===== config.mk =====
export PLATFORM = sky130hd
export DESIGN_NAME = pkr_cfg_regs
export DESIGN_NICKNAME = d
export VERILOG_FILES = /design/src/hdl/pkr_pkg.sv /design/src/hdl/pkr_cfg_regs.sv
export SDC_FILE = /design/constraint.sdc
export NUM_CORES = 1
export LEC_CHECK = 0
export ABC_CLOCK_PERIOD_IN_PS = 3400
export BUFFER_PORTS_ARGS = -buffer_cell sky130_fd_sc_hd__buf_2
export CORE_UTILIZATION = 50
export DETAILED_ROUTE_END_ITERATION = 10
export GPL_TIMING_DRIVEN = 0
export HOLD_SLACK_MARGIN = 0.03
export PLACE_DENSITY = 0.85
export SYNTH_ARGS = -nofsm -noshare
export SYNTH_HDL_FRONTEND = slang
export SYNTH_SLANG_ARGS = --single-unit

===== constraint.sdc =====
create_clock -name clk -period 3.4 [get_ports clk]
set_input_delay 0.85 -clock clk [delete_from_list [all_inputs] [get_ports clk]]
set_output_delay 0.85 -clock clk [all_outputs]
set_load 0.02 [all_outputs]

===== src/hdl/pkr_pkg.sv =====
// Shared types and constants of the plucked string resonator.
package pkr_pkg;

  localparam int DELAY_BITS  = 12;
  localparam int WEIGHT_BITS = 16;
  localparam int COEF_BITS   = 16;
  localparam int GAIN_BITS   = 16;
  localparam int APB_DATA_BITS = 32;
  localparam int APB_ADDR_BITS = 5;
  localparam int REG_IDX_BITS  = 3;

  localparam logic [REG_IDX_BITS-1:0] REG_ENABLED        = 3'd0;
  localparam logic [REG_IDX_BITS-1:0] REG_DELAY_LENGTH   = 3'd1;
  localparam logic [REG_IDX_BITS-1:0] REG_LOWPASS_WEIGHT = 3'd2;
  localparam logic [REG_IDX_BITS-1:0] REG_ALLPASS_COEF   = 3'd3;
  localparam logic [REG_IDX_BITS-1:0] REG_FEEDBACK_GAIN  = 3'd4;

  localparam logic                          RST_ENABLED        = 1'b1;
  localparam logic [DELAY_BITS-1:0]         RST_DELAY_LENGTH   = 12'd100;
  localparam logic [WEIGHT_BITS-1:0]        RST_LOWPASS_WEIGHT = 16'd32768;
  localparam logic signed [COEF_BITS-1:0]   RST_ALLPASS_COEF   = 16'sd0;
  localparam logic [GAIN_BITS-1:0]          RST_FEEDBACK_GAIN  = 16'd0;

  typedef struct packed {
    logic                        enabled;
    logic [DELAY_BITS-1:0]       delay_length;
    logic [WEIGHT_BITS-1:0]      lowpass_weight;
    logic signed [COEF_BITS-1:0] allpass_coef;
    logic [GAIN_BITS-1:0]        feedback_gain;
  } cfg_t;

endpackage


===== src/hdl/pkr_cfg_regs.sv =====
// APB register bank holding the resonator settings.
module pkr_cfg_regs (
  input  logic                               clk,
  input  logic                               rst_n,
  input  logic                               psel,
  input  logic                               penable,
  input  logic                               pwrite,
  input  logic [pkr_pkg::APB_ADDR_BITS-1:0]  paddr,
  input  logic [pkr_pkg::APB_DATA_BITS-1:0]  pwdata,
  output logic [pkr_pkg::APB_DATA_BITS-1:0]  prdata,
  output logic                               pready,
  output pkr_pkg::cfg_t                      cfg
);

  pkr_pkg::cfg_t                         cfg_r;
  logic [pkr_pkg::REG_IDX_BITS-1:0]      idx;
  logic                                  wr;

  assign idx    = paddr[pkr_pkg::APB_ADDR_BITS-1:2];
  assign pready = 1'b1;
  assign wr     = psel && penable && pwrite && pready;
  assign cfg    = cfg_r;

  always_ff @(posedge clk) begin
    if (!rst_n) begin
      cfg_r.enabled        <= pkr_pkg::RST_ENABLED;
      cfg_r.delay_length   <= pkr_pkg::RST_DELAY_LENGTH;
      cfg_r.lowpass_weight <= pkr_pkg::RST_LOWPASS_WEIGHT;
      cfg_r.allpass_coef   <= pkr_pkg::RST_ALLPASS_COEF;
      cfg_r.feedback_gain  <= pkr_pkg::RST_FEEDBACK_GAIN;
    end else if (wr) begin
      case (idx)
        pkr_pkg::REG_ENABLED:        cfg_r.enabled <= pwdata[0];
        pkr_pkg::REG_DELAY_LENGTH:   cfg_r.delay_length <= pwdata[pkr_pkg::DELAY_BITS-1:0];
        pkr_pkg::REG_LOWPASS_WEIGHT: cfg_r.lowpass_weight <= pwdata[pkr_pkg::WEIGHT_BITS-1:0];
        pkr_pkg::REG_ALLPASS_COEF:   cfg_r.allpass_coef <= pwdata[pkr_pkg::COEF_BITS-1:0];
        pkr_pkg::REG_FEEDBACK_GAIN:  cfg_r.feedback_gain <= pwdata[pkr_pkg::GAIN_BITS-1:0];
        default: ;
      endcase
    end
  end

  always_comb begin
    prdata = '0;
    case (idx)
      pkr_pkg::REG_ENABLED:        prdata[0] = cfg_r.enabled;
      pkr_pkg::REG_DELAY_LENGTH:   prdata[pkr_pkg::DELAY_BITS-1:0] = cfg_r.delay_length;
      pkr_pkg::REG_LOWPASS_WEIGHT: prdata[pkr_pkg::WEIGHT_BITS-1:0] = cfg_r.lowpass_weight;
      pkr_pkg::REG_ALLPASS_COEF:   prdata[pkr_pkg::COEF_BITS-1:0] = cfg_r.allpass_coef;
      pkr_pkg::REG_FEEDBACK_GAIN:  prdata[pkr_pkg::GAIN_BITS-1:0] = cfg_r.feedback_gain;
      default: prdata = '0;
    endcase
  end

endmodule


==> results.yml <==
floorplanning:
  rows: 27
  ios: 136
  fp.coreArea_um2: 5608
  die-area_um2: 6212
  chipWidth_um: 78.82
  initial_core_util: 0.5261
  chipHeight_um: 78.82
finish:
  antennaDiodeCount: 0
  largest_reg_flops: 61
  area_growth_pct: 29.09
  fillerInstances: 472
  final_util: 0.6792
  drive_gt1_frac: 0.3586
  nets: 486
logic_synthesis:
  ys_seq_area_frac: 0.4139
  post_synth_inst_count: 319
  synth_cell_types: 26
  avgSynthCellArea_um2: 9.249
  yosysWarnings: 0
  synth-seq-cells: 61
  synth.cell_area_um2: 2950
power:
  power_density_nw_per_um2: 409.8
  sw_frac_of_total: 0.2506
  netSwitchingPower_uw: 391.1
  power_frac_clock: 0.432
  p_leak_nw: 1.812
  vdd_drop_max_v: 0.0003515
  power_frac_comb: 0.104
  seqPwrFrac: 0.464
  p_total_mw: 1.561
  internal-power_mw: 1.170
global_routing:
  gr-total-overflow: 0
  grt_max_degree: 11
  grt_pass1_vias: 2626
  antenna_found_initial: 0
  grt_use_total: 0.2900
  grt_first_pass_wirelength_mm: 13.37
drt:
  num_vias: 2770
  antenna_left: 0
  drc_errors: 0
  post_drt_wl_per_cell_um: 16.61
  drtIter0Drc: 175
  viasPerCell: 5.317
  routed_wl_mm: 8.653
  drt_pass1_iterations: 4
timing:
  finalClockSkew_ns: 0
  finalSetupViolCount: 0
  fmax_mhz: 313.9
  tightest_slew_ns: 0.6373
  min_period_ns: 3.186
  tns_ns: 0
  slew_headroom: 0.5751
  fin_crit_sh: 0.9371
  maxSlewViolCount: 0
  hold_viol_final: 0
  grt_setup_unrepaired: "false"
cts:
  cts_tree: "yes"
  htreeDepth: 3
  clkTransAtPathRegs_ns: 0.06
  clk_latency_ns: 0.34
  clock_sinks: 61
  cts-root-buf: "clkbuf_8"
  numCtsBuffers: 9
  clockBufferDepth: 2
  cts_hold_buffers: 0
setup_path:
  cp.arrival_ns: 2.34
  crit_type: "in -> out"
  worstSetupStartpointType: "input port"
  critPathRequiredTime_ns: 2.55
  critPathMaxFanout: 10
  endpoint_kind: "output pin"
min_path:
  hold_class: "reg -> reg"
flow_run:
  maxCapViolations: 0
placement:
  portBuffers: 99
  post-dp-hpwl_mm: 5.961
  place.gp.congestion: 0.8249
run_status:
  status: "complete, no violations"
## cell families after synthesis
family,synth area share
AO/OA/AOI/OAI,0.08143
buffers and inverters,0.09330
flip-flops,0.4139
multiplexers,0.2523
other,0.002545
AND/OR/NAND/NOR,0.1565
## per-layer routing
metal  up-vias  wire, um  GRT usage
li1       1294         -          -
met1      1310      3602     0.3550
met2       146      4068     0.4678
met3        20       744    0.06782
met4         0       238     0.1618
met5         -         0          0
## per-stage QoR
| step | std cells | instance area (um2) | hold WS [ns] | setup slack [ns] |
|---|---|---|---|---|
| after floorplan | 334 | 3007 | 0.5420 | 0.5965 |
| after global placement | 505 | 3592 | 0.4522 | 0.1091 |
| after detailed placement | 505 | 3592 | 0.4615 | 0.1294 |
| after CTS | 521 | 3802 | 0.4744 | 0.1321 |
| after global routing | 521 | 3809 | 0.4930 | 0.09285 |
| final | 521 | 3809 | 0.4724 | 0.2139 |
## cell type report
type                    instances  area, um2  area share
clock buffers                  12      165.2     0.04336
clock inverters                 4      45.04     0.01183
multi-input cells             228       1516      0.3982
flip-flops and latches         61       1221      0.3206
well taps                      72      90.09     0.02365
repair buffers                 99      495.5      0.1301
inverters                       5      18.77    0.004928
plain buffers                  40      256.5     0.06735
## power groups by stage
stage | Sequential [mW] | Combinational, mW | Clock (mW)
6_report | 0.725 | 0.162 | 0.674
5_1_grt | 0.725 | 0.172 | 0.715
4_1_cts | 0.724 | 0.158 | 0.680
3_5_place_dp | 0.740 | 0.157 | 0
3_3_place_gp | 0.740 | 0.155 | 0
2_1_floorplan | 0.747 | 0.0984 | 0
## worst max-delay path: stages
cell,delay (ns)
buf_2,0.13
buf_2,0.23
nor3b_4,0.37
buf_2,0.33
nand2_1,0.08
o21ai_0,0.11
buf_2,0.22
## worst paths after layout
kind | startpoint | end | slack [ns] | cells after the start
setup reg to reg | cfg[60]$_SDFFE_PN1P_ | cfg[60]$_SDFFE_PN1P_ | 2.70 | 2
hold / removal | cfg[28]$_SDFFE_PN0P_ | cfg[28]$_SDFFE_PN0P_ | 0.47 | 2
setup / recovery | paddr[2] | prdata[5] | 0.21 | 7
hold reg to reg | cfg[28]$_SDFFE_PN0P_ | cfg[28]$_SDFFE_PN0P_ | 0.47 | 2
## cell usage after synthesis (all sizes together)
master	number	area (um2)
conb	2	7.510
nor2b	2	12.51
nor2	2	31.28
o21a	1	7.510
or2	2	12.52
nand4b	1	23.77
mux2	11	123.9
o211ai	3	22.52
a22oi	11	82.58
dfxtp	61	1221
inv	5	18.77
clkbuf	10	37.54
nand4	1	21.27
nor3b	2	20.02
o311ai	2	17.52
o21ai	22	110.1
nand2	87	326.6
buf	30	219.0
mux2i	62	620.6
nand3b	1	7.510
nand2b	1	6.260
## what timing repair did
| action | CTS | global route |
|---|---|---|
| setup endpoints to repair | 0 | 1 |
| gates resized for setup | 0 | 1 |
| buffers inserted | 0 | 0 |
## layout by cell type, fill, tap and decap left out, drive strengths merged, types with 3 or more instances in the layout
cell	instances
clkbuf	22
o211ai	3
clkinv	3
dfxtp	61
mux2i	62
o21ai	22
conb	17
a22oi	11
nand2	87
mux2	11
inv	5
buf	129
Power figures use the tool's default switching activity.
