===== config.mk =====
export PLATFORM = sky130hd
export DESIGN_NAME = pkr_core_flat
export DESIGN_NICKNAME = d
export VERILOG_FILES = /design/src/hdl/pkr_pkg.sv /design/src/hdl/pkr_if.sv /design/src/hdl/pkr_core.sv /design/src/flat_wrapper.sv
export SDC_FILE = /design/constraint.sdc
export NUM_CORES = 2
export LEC_CHECK = 0
export BUFFER_PORTS_ARGS = -buffer_cell sky130_fd_sc_hd__buf_2
export CELL_PAD_IN_SITES_DETAIL_PLACEMENT = 0
export CELL_PAD_IN_SITES_GLOBAL_PLACEMENT = 1
export CORE_MARGIN = 5
export CORE_UTILIZATION = 43
export DETAILED_ROUTE_END_ITERATION = 7
export PLACE_DENSITY = 0.72
export SYNTH_ARGS = -nofsm -noshare
export SYNTH_HDL_FRONTEND = slang
export SYNTH_SLANG_ARGS = --single-unit

===== constraint.sdc =====
create_clock -name clk -period 7.5 [get_ports clk]
set_input_delay 1.5 -clock clk [delete_from_list [all_inputs] [get_ports clk]]
set_output_delay 1.5 -clock clk [all_outputs]
set_load 0.02 [all_outputs]

===== src/hdl/pkr_pkg.sv =====
// Shared types and constants of the plucked string resonator.
package pkr_pkg;

  localparam int DELAY_BITS  = 12;
  localparam int WEIGHT_BITS = 16;
  localparam int COEF_BITS   = 16;
  localparam int GAIN_BITS   = 16;
  localparam int APB_DATA_BITS = 32;
  localparam int APB_ADDR_BITS = 5;
  localparam int REG_IDX_BITS  = 3;

  localparam logic [REG_IDX_BITS-1:0] REG_ENABLED        = 3'd0;
  localparam logic [REG_IDX_BITS-1:0] REG_DELAY_LENGTH   = 3'd1;
  localparam logic [REG_IDX_BITS-1:0] REG_LOWPASS_WEIGHT = 3'd2;
  localparam logic [REG_IDX_BITS-1:0] REG_ALLPASS_COEF   = 3'd3;
  localparam logic [REG_IDX_BITS-1:0] REG_FEEDBACK_GAIN  = 3'd4;

  localparam logic                          RST_ENABLED        = 1'b1;
  localparam logic [DELAY_BITS-1:0]         RST_DELAY_LENGTH   = 12'd100;
  localparam logic [WEIGHT_BITS-1:0]        RST_LOWPASS_WEIGHT = 16'd32768;
  localparam logic signed [COEF_BITS-1:0]   RST_ALLPASS_COEF   = 16'sd0;
  localparam logic [GAIN_BITS-1:0]          RST_FEEDBACK_GAIN  = 16'd0;

  typedef struct packed {
    logic                        enabled;
    logic [DELAY_BITS-1:0]       delay_length;
    logic [WEIGHT_BITS-1:0]      lowpass_weight;
    logic signed [COEF_BITS-1:0] allpass_coef;
    logic [GAIN_BITS-1:0]        feedback_gain;
  } cfg_t;

endpackage


===== src/hdl/pkr_if.sv =====
// Stream interfaces for the sample words entering and leaving the resonator.
interface pkr_in_if #(parameter int SAMPLE_BITS = 16);
  logic                          valid;
  logic                          ready;
  logic signed [SAMPLE_BITS-1:0] sample_in;
  modport source (output valid, output sample_in, input ready);
  modport sink (input valid, input sample_in, output ready);
endinterface

interface pkr_out_if #(parameter int SAMPLE_BITS = 16);
  logic                          valid;
  logic                          ready;
  logic signed [SAMPLE_BITS-1:0] sample_out;
  modport source (output valid, output sample_out, input ready);
  modport sink (input valid, input sample_out, output ready);
endinterface


===== src/hdl/pkr_core.sv =====
// Sequencer and arithmetic of the string loop: lowpass, allpass and feedback write.
module pkr_core #(
  parameter int STORE_DEPTH = 4096,
  parameter int SAMPLE_BITS = 16
) (
  input  logic                              clk,
  input  logic                              rst_n,
  input  pkr_pkg::cfg_t                     cfg,
  input  logic                              clear_busy,
  pkr_in_if.sink                            in_if,
  pkr_out_if.source                         out_if,
  output logic                              rd_en,
  output logic [$clog2(STORE_DEPTH)-1:0]    rd_addr,
  input  logic signed [SAMPLE_BITS-1:0]     rd_data,
  output logic                              wr_en,
  output logic [$clog2(STORE_DEPTH)-1:0]    wr_addr,
  output logic signed [SAMPLE_BITS-1:0]     wr_data
);

  localparam int S         = SAMPLE_BITS;
  localparam int ADDR_BITS = $clog2(STORE_DEPTH);
  localparam int DLY_BITS  = (ADDR_BITS > pkr_pkg::DELAY_BITS) ? ADDR_BITS
                                                                : pkr_pkg::DELAY_BITS;

  typedef enum logic [2:0] {
    ST_IDLE, ST_SUM, ST_LPMUL, ST_LPADD, ST_APMUL, ST_OUT, ST_PUT, ST_WB
  } state_t;

  state_t                 state_r;
  logic [ADDR_BITS-1:0]   wr_idx_r;
  logic signed [S:0]      lp_prev_r;
  logic signed [S+1:0]    ap_prev_r;
  logic                   zero_r;
  logic                   out_valid_r;
  logic signed [S-1:0]    out_data_r;

  logic signed [S-1:0]    x_r;
  logic signed [S:0]      w_r;
  logic signed [S+1:0]    diff_r;
  logic signed [S+18:0]   lp_prod_r;
  logic signed [S:0]      y_r;
  logic signed [S+16:0]   ap_prod_r;
  logic signed [S-1:0]    o_r;
  logic signed [S+15:0]   ap2_prod_r;
  logic signed [S+16:0]   fb_prod_r;

  logic                   accept;
  logic [DLY_BITS-1:0]    dly_ext;
  logic signed [16:0]     weight_s;
  logic signed [16:0]     gain_s;
  logic signed [S:0]      w_c;
  logic signed [S+1:0]    diff_c;
  logic signed [S+19:0]   y_sum_c;
  logic signed [S:0]      y_c;
  logic signed [S+17:0]   t1_sum_c;
  logic signed [S+2:0]    t1_c;
  logic signed [S+3:0]    o_sum_c;
  logic                   o_ovf;
  logic signed [S-1:0]    o_c;
  logic signed [S+16:0]   t2_sum_c;
  logic signed [S+1:0]    t2_c;
  logic signed [S+2:0]    ap_new_c;
  logic                   ap_ovf;
  logic signed [S+1:0]    ap_sat_c;
  logic signed [S+17:0]   fb_sum_c;
  logic signed [S+1:0]    fb_c;
  logic                   fb_ovf;
  logic signed [S-1:0]    fb_sat_c;

  assign in_if.ready       = (state_r == ST_IDLE) && !clear_busy;
  assign accept            = in_if.valid && in_if.ready;
  assign out_if.valid      = out_valid_r;
  assign out_if.sample_out = out_data_r;

  assign dly_ext  = DLY_BITS'(cfg.delay_length);
  assign rd_en    = accept && cfg.enabled;
  assign rd_addr  = wr_idx_r - dly_ext[ADDR_BITS-1:0];
  assign weight_s = $signed({1'b0, cfg.lowpass_weight});
  assign gain_s   = $signed({1'b0, cfg.feedback_gain});

  assign w_c    = (S+1)'(rd_data) + (S+1)'(x_r);
  assign diff_c = (S+2)'(w_c) - (S+2)'(lp_prev_r);

  assign y_sum_c = ((S+20)'(lp_prev_r) <<< 16) + (S+20)'(lp_prod_r) + (S+20)'(32768);
  assign y_c     = y_sum_c[S+16:16];

  assign t1_sum_c = (S+18)'(ap_prod_r) + (S+18)'(16384);
  assign t1_c     = t1_sum_c[S+17:15];
  assign o_sum_c  = (S+4)'(ap_prev_r) + (S+4)'(t1_c);
  assign o_ovf    = !((&o_sum_c[S+3:S-1]) || !(|o_sum_c[S+3:S-1]));
  assign o_c      = o_ovf ? {o_sum_c[S+3], {(S-1){~o_sum_c[S+3]}}} : o_sum_c[S-1:0];

  assign t2_sum_c = (S+17)'(ap2_prod_r) + (S+17)'(16384);
  assign t2_c     = t2_sum_c[S+16:15];
  assign ap_new_c = (S+3)'(y_r) - (S+3)'(t2_c);
  assign ap_ovf   = ap_new_c[S+2] != ap_new_c[S+1];
  assign ap_sat_c = ap_ovf ? {ap_new_c[S+2], {(S+1){~ap_new_c[S+2]}}} : ap_new_c[S+1:0];

  assign fb_sum_c = (S+18)'(fb_prod_r) + (S+18)'(32768);
  assign fb_c     = fb_sum_c[S+17:16];
  assign fb_ovf   = !((&fb_c[S+1:S-1]) || !(|fb_c[S+1:S-1]));
  assign fb_sat_c = fb_ovf ? {fb_c[S+1], {(S-1){~fb_c[S+1]}}} : fb_c[S-1:0];

  assign wr_en   = (state_r == ST_WB);
  assign wr_addr = wr_idx_r;
  assign wr_data = fb_sat_c;

  always_ff @(posedge clk) begin
    if (!rst_n) begin
      state_r     <= ST_IDLE;
      wr_idx_r    <= '0;
      lp_prev_r   <= '0;
      ap_prev_r   <= '0;
      zero_r      <= 1'b0;
      out_valid_r <= 1'b0;
    end else begin
      if (out_valid_r && out_if.ready && (state_r != ST_PUT)) begin
        out_valid_r <= 1'b0;
      end
      case (state_r)
        ST_IDLE: begin
          if (accept) begin
            x_r    <= in_if.sample_in;
            zero_r <= !cfg.enabled;
            if (cfg.enabled) begin
              state_r <= ST_SUM;
            end else begin
              o_r     <= '0;
              state_r <= ST_PUT;
            end
          end
        end
        ST_SUM: begin
          w_r     <= w_c;
          diff_r  <= diff_c;
          state_r <= ST_LPMUL;
        end
        ST_LPMUL: begin
          lp_prod_r <= diff_r * weight_s;
          state_r   <= ST_LPADD;
        end
        ST_LPADD: begin
          y_r       <= y_c;
          lp_prev_r <= w_r;
          state_r   <= ST_APMUL;
        end
        ST_APMUL: begin
          ap_prod_r <= y_r * cfg.allpass_coef;
          state_r   <= ST_OUT;
        end
        ST_OUT: begin
          o_r     <= o_c;
          state_r <= ST_PUT;
        end
        ST_PUT: begin
          ap2_prod_r <= o_r * cfg.allpass_coef;
          fb_prod_r  <= o_r * gain_s;
          if (!out_valid_r || out_if.ready) begin
            out_valid_r <= 1'b1;
            out_data_r  <= o_r;
            state_r     <= zero_r ? ST_IDLE : ST_WB;
          end
        end
        ST_WB: begin
          ap_prev_r <= ap_sat_c;
          wr_idx_r  <= wr_idx_r + 1'b1;
          state_r   <= ST_IDLE;
        end
        default: state_r <= ST_IDLE;
      endcase
    end
  end

endmodule

===== src/flat_wrapper.sv =====
// flat-port wrapper written by rule: the top's interface ports become plain ports
module pkr_core_flat 
#(
  parameter int STORE_DEPTH = 4096,
  parameter int SAMPLE_BITS = 16
)
  (clk, rst_n, cfg, clear_busy, rd_en, rd_addr, rd_data, wr_en, wr_addr, wr_data, in_if_valid, in_if_sample_in, in_if_ready, out_if_valid, out_if_sample_out, out_if_ready);
  pkr_in_if #(.SAMPLE_BITS(SAMPLE_BITS)) in_if_i ();
  pkr_out_if #(.SAMPLE_BITS(SAMPLE_BITS)) out_if_i ();
  input  logic clk;
  input  logic rst_n;
  input  pkr_pkg::cfg_t cfg;
  input  logic clear_busy;
  output logic rd_en;
  output logic [$clog2(STORE_DEPTH)-1:0] rd_addr;
  input  logic signed [SAMPLE_BITS-1:0] rd_data;
  output logic wr_en;
  output logic [$clog2(STORE_DEPTH)-1:0] wr_addr;
  output logic signed [SAMPLE_BITS-1:0] wr_data;
  input wire logic [$bits(in_if_i.valid)-1:0] in_if_valid;
  input wire logic [$bits(in_if_i.sample_in)-1:0] in_if_sample_in;
  output wire logic [$bits(in_if_i.ready)-1:0] in_if_ready;
  output wire logic [$bits(out_if_i.valid)-1:0] out_if_valid;
  output wire logic [$bits(out_if_i.sample_out)-1:0] out_if_sample_out;
  input wire logic [$bits(out_if_i.ready)-1:0] out_if_ready;
  assign in_if_i.valid = in_if_valid;
  assign in_if_i.sample_in = in_if_sample_in;
  assign in_if_ready = in_if_i.ready;
  assign out_if_valid = out_if_i.valid;
  assign out_if_sample_out = out_if_i.sample_out;
  assign out_if_i.ready = out_if_ready;
  pkr_core #(.STORE_DEPTH(STORE_DEPTH), .SAMPLE_BITS(SAMPLE_BITS)) u_core (.clk(clk), .rst_n(rst_n), .cfg(cfg), .clear_busy(clear_busy), .in_if(in_if_i), .out_if(out_if_i), .rd_en(rd_en), .rd_addr(rd_addr), .rd_data(rd_data), .wr_en(wr_en), .wr_addr(wr_addr), .wr_data(wr_data));
endmodule

==> summary by stage <==
Status
The run finished with clean final reports.

Floorplan
The floorplan step set the die height to 352.1 um. The floorplan die area is 124,000 sq um. The core region is 116,200 sq um.

In this run the core area contains about 130 standard-cell rows. During I/O placement, the number of pins put on the boundary was 158. In this run the horizontal extent of the chip is between 300 and 400 um.

For this configuration, the core starts out at a cell density of 0.4330.

STA
The part of the cycle the worst path needs is 0.9540. The transition time of the tightest slew-check pin is 1.208 ns. Static timing analysis puts the maximum clock frequency at 0.1398 GHz. Measured against its own limit, the worst slew margin works out to 0.1932. Setup repair after global routing left no endpoint under its margin. The setup clock skew after layout is 0.06470 ns. The hold violation count in the final report is 0. The setup violation total in the final timing report is 0. The minimum period implied by the final worst setup slack is 7.155 ns. Final hold analysis gives a worst-case slack of 0.4770 ns. The max-slew violation count is 0.

Logic synthesis
The sequential cell area fraction in the yosys report is 0.1239. The cell area that synthesis handed to floorplanning was 50,310 sq um. The number of instances in the synthesized netlist is roughly 5,300.

The synthesis-stage register bit count is around 230. Counting flops with a built-in enable in the synthesized netlist gives 173. The share of synthesized area in the top cell type comes to 0.4035. The netlist uses 94 different library cells. The post-synthesis cell type with the largest combined area is fa_1.

Sorting the synthesized cells by area gives the leading types as fa_1 (40%), ha_1 (11%), edfxtp_1 (10%), inv_1 (8.9%), and2_1 (6.3%). The most numerous cell in the Yosys netlist is inv_1. When the netlist entered floorplanning its net count stood at 6,905. In the synthesized netlist, the cells that appear most often are inv_1 (1,197), fa_1 (1,014), nand2_1 (635). The post-synthesis average cell area is between 9 and 10 sq um.

The most used flip-flop cell after synthesis is edfxtp_1. Yosys printed 0 warnings. The proportion of synthesized flip-flops having asynchronous set or reset is 0.

Critical path
The arrival time of data at the critical path endpoint is 7.45 ns. The cell that appears most often on the critical path is fa_1. The top fanout value on the critical path is 15. The maximum single-stage delay on the critical path is 0.51 ns.

The worst setup path is captured at a flip-flop. The slowest cell on the critical path is fa_1. STA classifies the critical path startpoint as an input pin. STA puts the critical path data required time at 7.80 ns. The critical path is of the input pin to flip-flop type.

Global routing
Entering global routing, the biggest net connects 44 pins. The first global-routing pass estimated 208.7 mm of wire. The global-route track usage on met3 is 0.02301. The global router's overall resource usage is 0.2080.

The layer flagged by global routing as most heavily used is met2. The met2 global-route usage is 0.3562. The met1 routing resource usage after global routing is 0.2933. The initial antenna violation count came to 7. The global-route congestion overflow total is 0. The number of global-route vias before repair was 38,400.

Placement
The number of port buffers is 157. After detailed placement, the total cell area comes to 54,500 sq um. Once detailed placement completed, the half-perimeter wirelength came to about 100 mm. At the end of routability-driven placement, the weighted congestion stood at 0.8431.

Route
The detail route stage leaves a number of antenna-violating nets equal to 0. The wire length per cell is about 18 um. The total vias in the final route is roughly 35,000. Summed over all layers, the routed wires come to around 130 mm.

The average vias per placed instance is 4.958. In the routed design, unresolved DRC markers number 0. Before antenna repair, the detailed router went through 5 iterations. The first-iteration detailed-routing DRC count is 1,667.

Finish
The area growth from synthesis to layout is 10.50%. In the final design database the tool counted a little over 7,000 nets. Counting the fill cells in the layout gives 11,150. The post-route cell area is 55,600 sq um. At the end of the flow the core is filled with cells to 0.4784. The proportion of layout cells with a drive suffix above 1 is 0.09544.

CTS
The clock passes through at most 3 buffers. The number of clock sinks seen by CTS is 225. Counting the buffers created by CTS gives 28.

The source-to-sink clock delay at the later pin of the worst-skew pair is 0.61 ns. In this run the number of H-tree levels came out at 1. TritonCTS built the clock tree.

Clock-pin slew was measured on the worst setup and hold paths at 0.06 ns. The tree is rooted in a clkbuf_16.

Worst hold path
In this run the worst hold path is classified as flip-flop to flip-flop.

Job
The max-cap check violation count is 0.
[worst max-delay path: cells and delay by family]
| family | cells | cell delay, ns |
|---|---|---|
| adders and majority gates | 7 | 3.23 |
| and+or+nand+nor | 4 | 0.32 |
| AOI/OAI and AO/OA | 6 | 1.47 |
| xor gates and xnor gates | 1 | 0.09 |
| buffers and inverters | 8 | 0.85 |
[worst paths after layout]
| path | slack, ns | start | end | cells after the start |
|---|---|---|---|---|
| max | 0.34 | cfg[17] | u_core.ap2_prod_r[30] | 26 |
| min | 0.48 | u_core.lp_prev_r[11] | u_core.lp_prev_r[11] | 2 |
| min reg2reg | 0.48 | u_core.lp_prev_r[11] | u_core.lp_prev_r[11] | 2 |
| max reg2reg | 0.48 | u_core.o_r[2] | u_core.ap2_prod_r[30] | 24 |
[layer usage]
metal,vias up,share of wire
met1,18050,0.46
met2,597,0.48
met5,-,0.00026
li1,16660,-
met3,101,0.045
met4,6,0.016
[cells by family (layout without fill, tap and decap cells)]
group           Yosys count  after routing  synth area share
other cells               0              3                 0
simple gates           1566           1566            0.1540
buf+inv                1395           1680            0.1046
xor+xnor                227            227           0.04004
mux                       2              2         0.0004227
compound gates          440            440           0.05871
flops                   225            225            0.1239
fa+ha+maj              1476           1476            0.5183
[sequential cells by signal (all words and copies together) (netlist names)]
name                      flops
u_core.w_r                   17
u_core.diff_r                18
u_core.wr_addr               12
u_core.ap_prod_r             19
u_core.zero_r                 1
u_core.lp_prev_r             17
u_core.y_r                   17
u_core.state_r                3
u_core.x_r                   16
u_core.o_r                   16
u_core.ap_prev_r             18
u_core.lp_prod_r             18
u_core.fb_prod_r             18
u_core.out_if.sample_out     16
u_core.ap2_prod_r            18
u_core.out_if.valid           1
[final cells by class]
cell class | instances | area (sq um) | share of cell area
antenna | 3 | 7.507 | 0.0001350
clock buffer | 34 | 743.2 | 0.01337
clock inverter | 18 | 259.0 | 0.004659
inverter | 1201 | 4508 | 0.08109
multi-input combinational | 3711 | 38860 | 0.6989
sequential | 225 | 6236 | 0.1122
tap | 1524 | 1907 | 0.03430
timing repair buffer | 427 | 3078 | 0.05536
[placed cells by master, fill, tap and decap left out, drive strengths merged, types with 17 or more instances in the layout]
| cell | n |
|---|---|
| o21ai | 93 |
| nand2 | 635 |
| nor2b | 31 |
| inv | 1201 |
| clkbuf | 35 |
| a21o | 42 |
| nor3 | 36 |
| a21oi | 140 |
| fa | 1014 |
| ha | 462 |
| and3 | 42 |
| nand4 | 17 |
| dfxtp | 52 |
| and2 | 507 |
| o21a | 27 |
| nand3 | 59 |
| nand2b | 28 |
| o21bai | 17 |
| buf | 426 |
| edfxtp | 173 |
| xnor2 | 159 |
| nor2 | 171 |
| xor2 | 68 |
[per-stage QoR]
stage                     TNS (ns)  worst slack [ns]  cells
after floorplan                  0            0.1132   5331
after global placement      -2.359           -0.2590   7084
after detailed placement    -3.349           -0.3271   7084
after CTS                        0            0.2436   7136
after global routing             0           0.03137   7141
final                            0            0.3447   7143
[what timing repair did]
action	CTS	global route
setup endpoints to repair	0	5
setup buffers	0	4
hold buffers	0	0
resized for setup	0	4
Power is left out: the tool's default activity adds up to more than one toggle a clock period on the data nets, which glitch-free logic cannot reach.
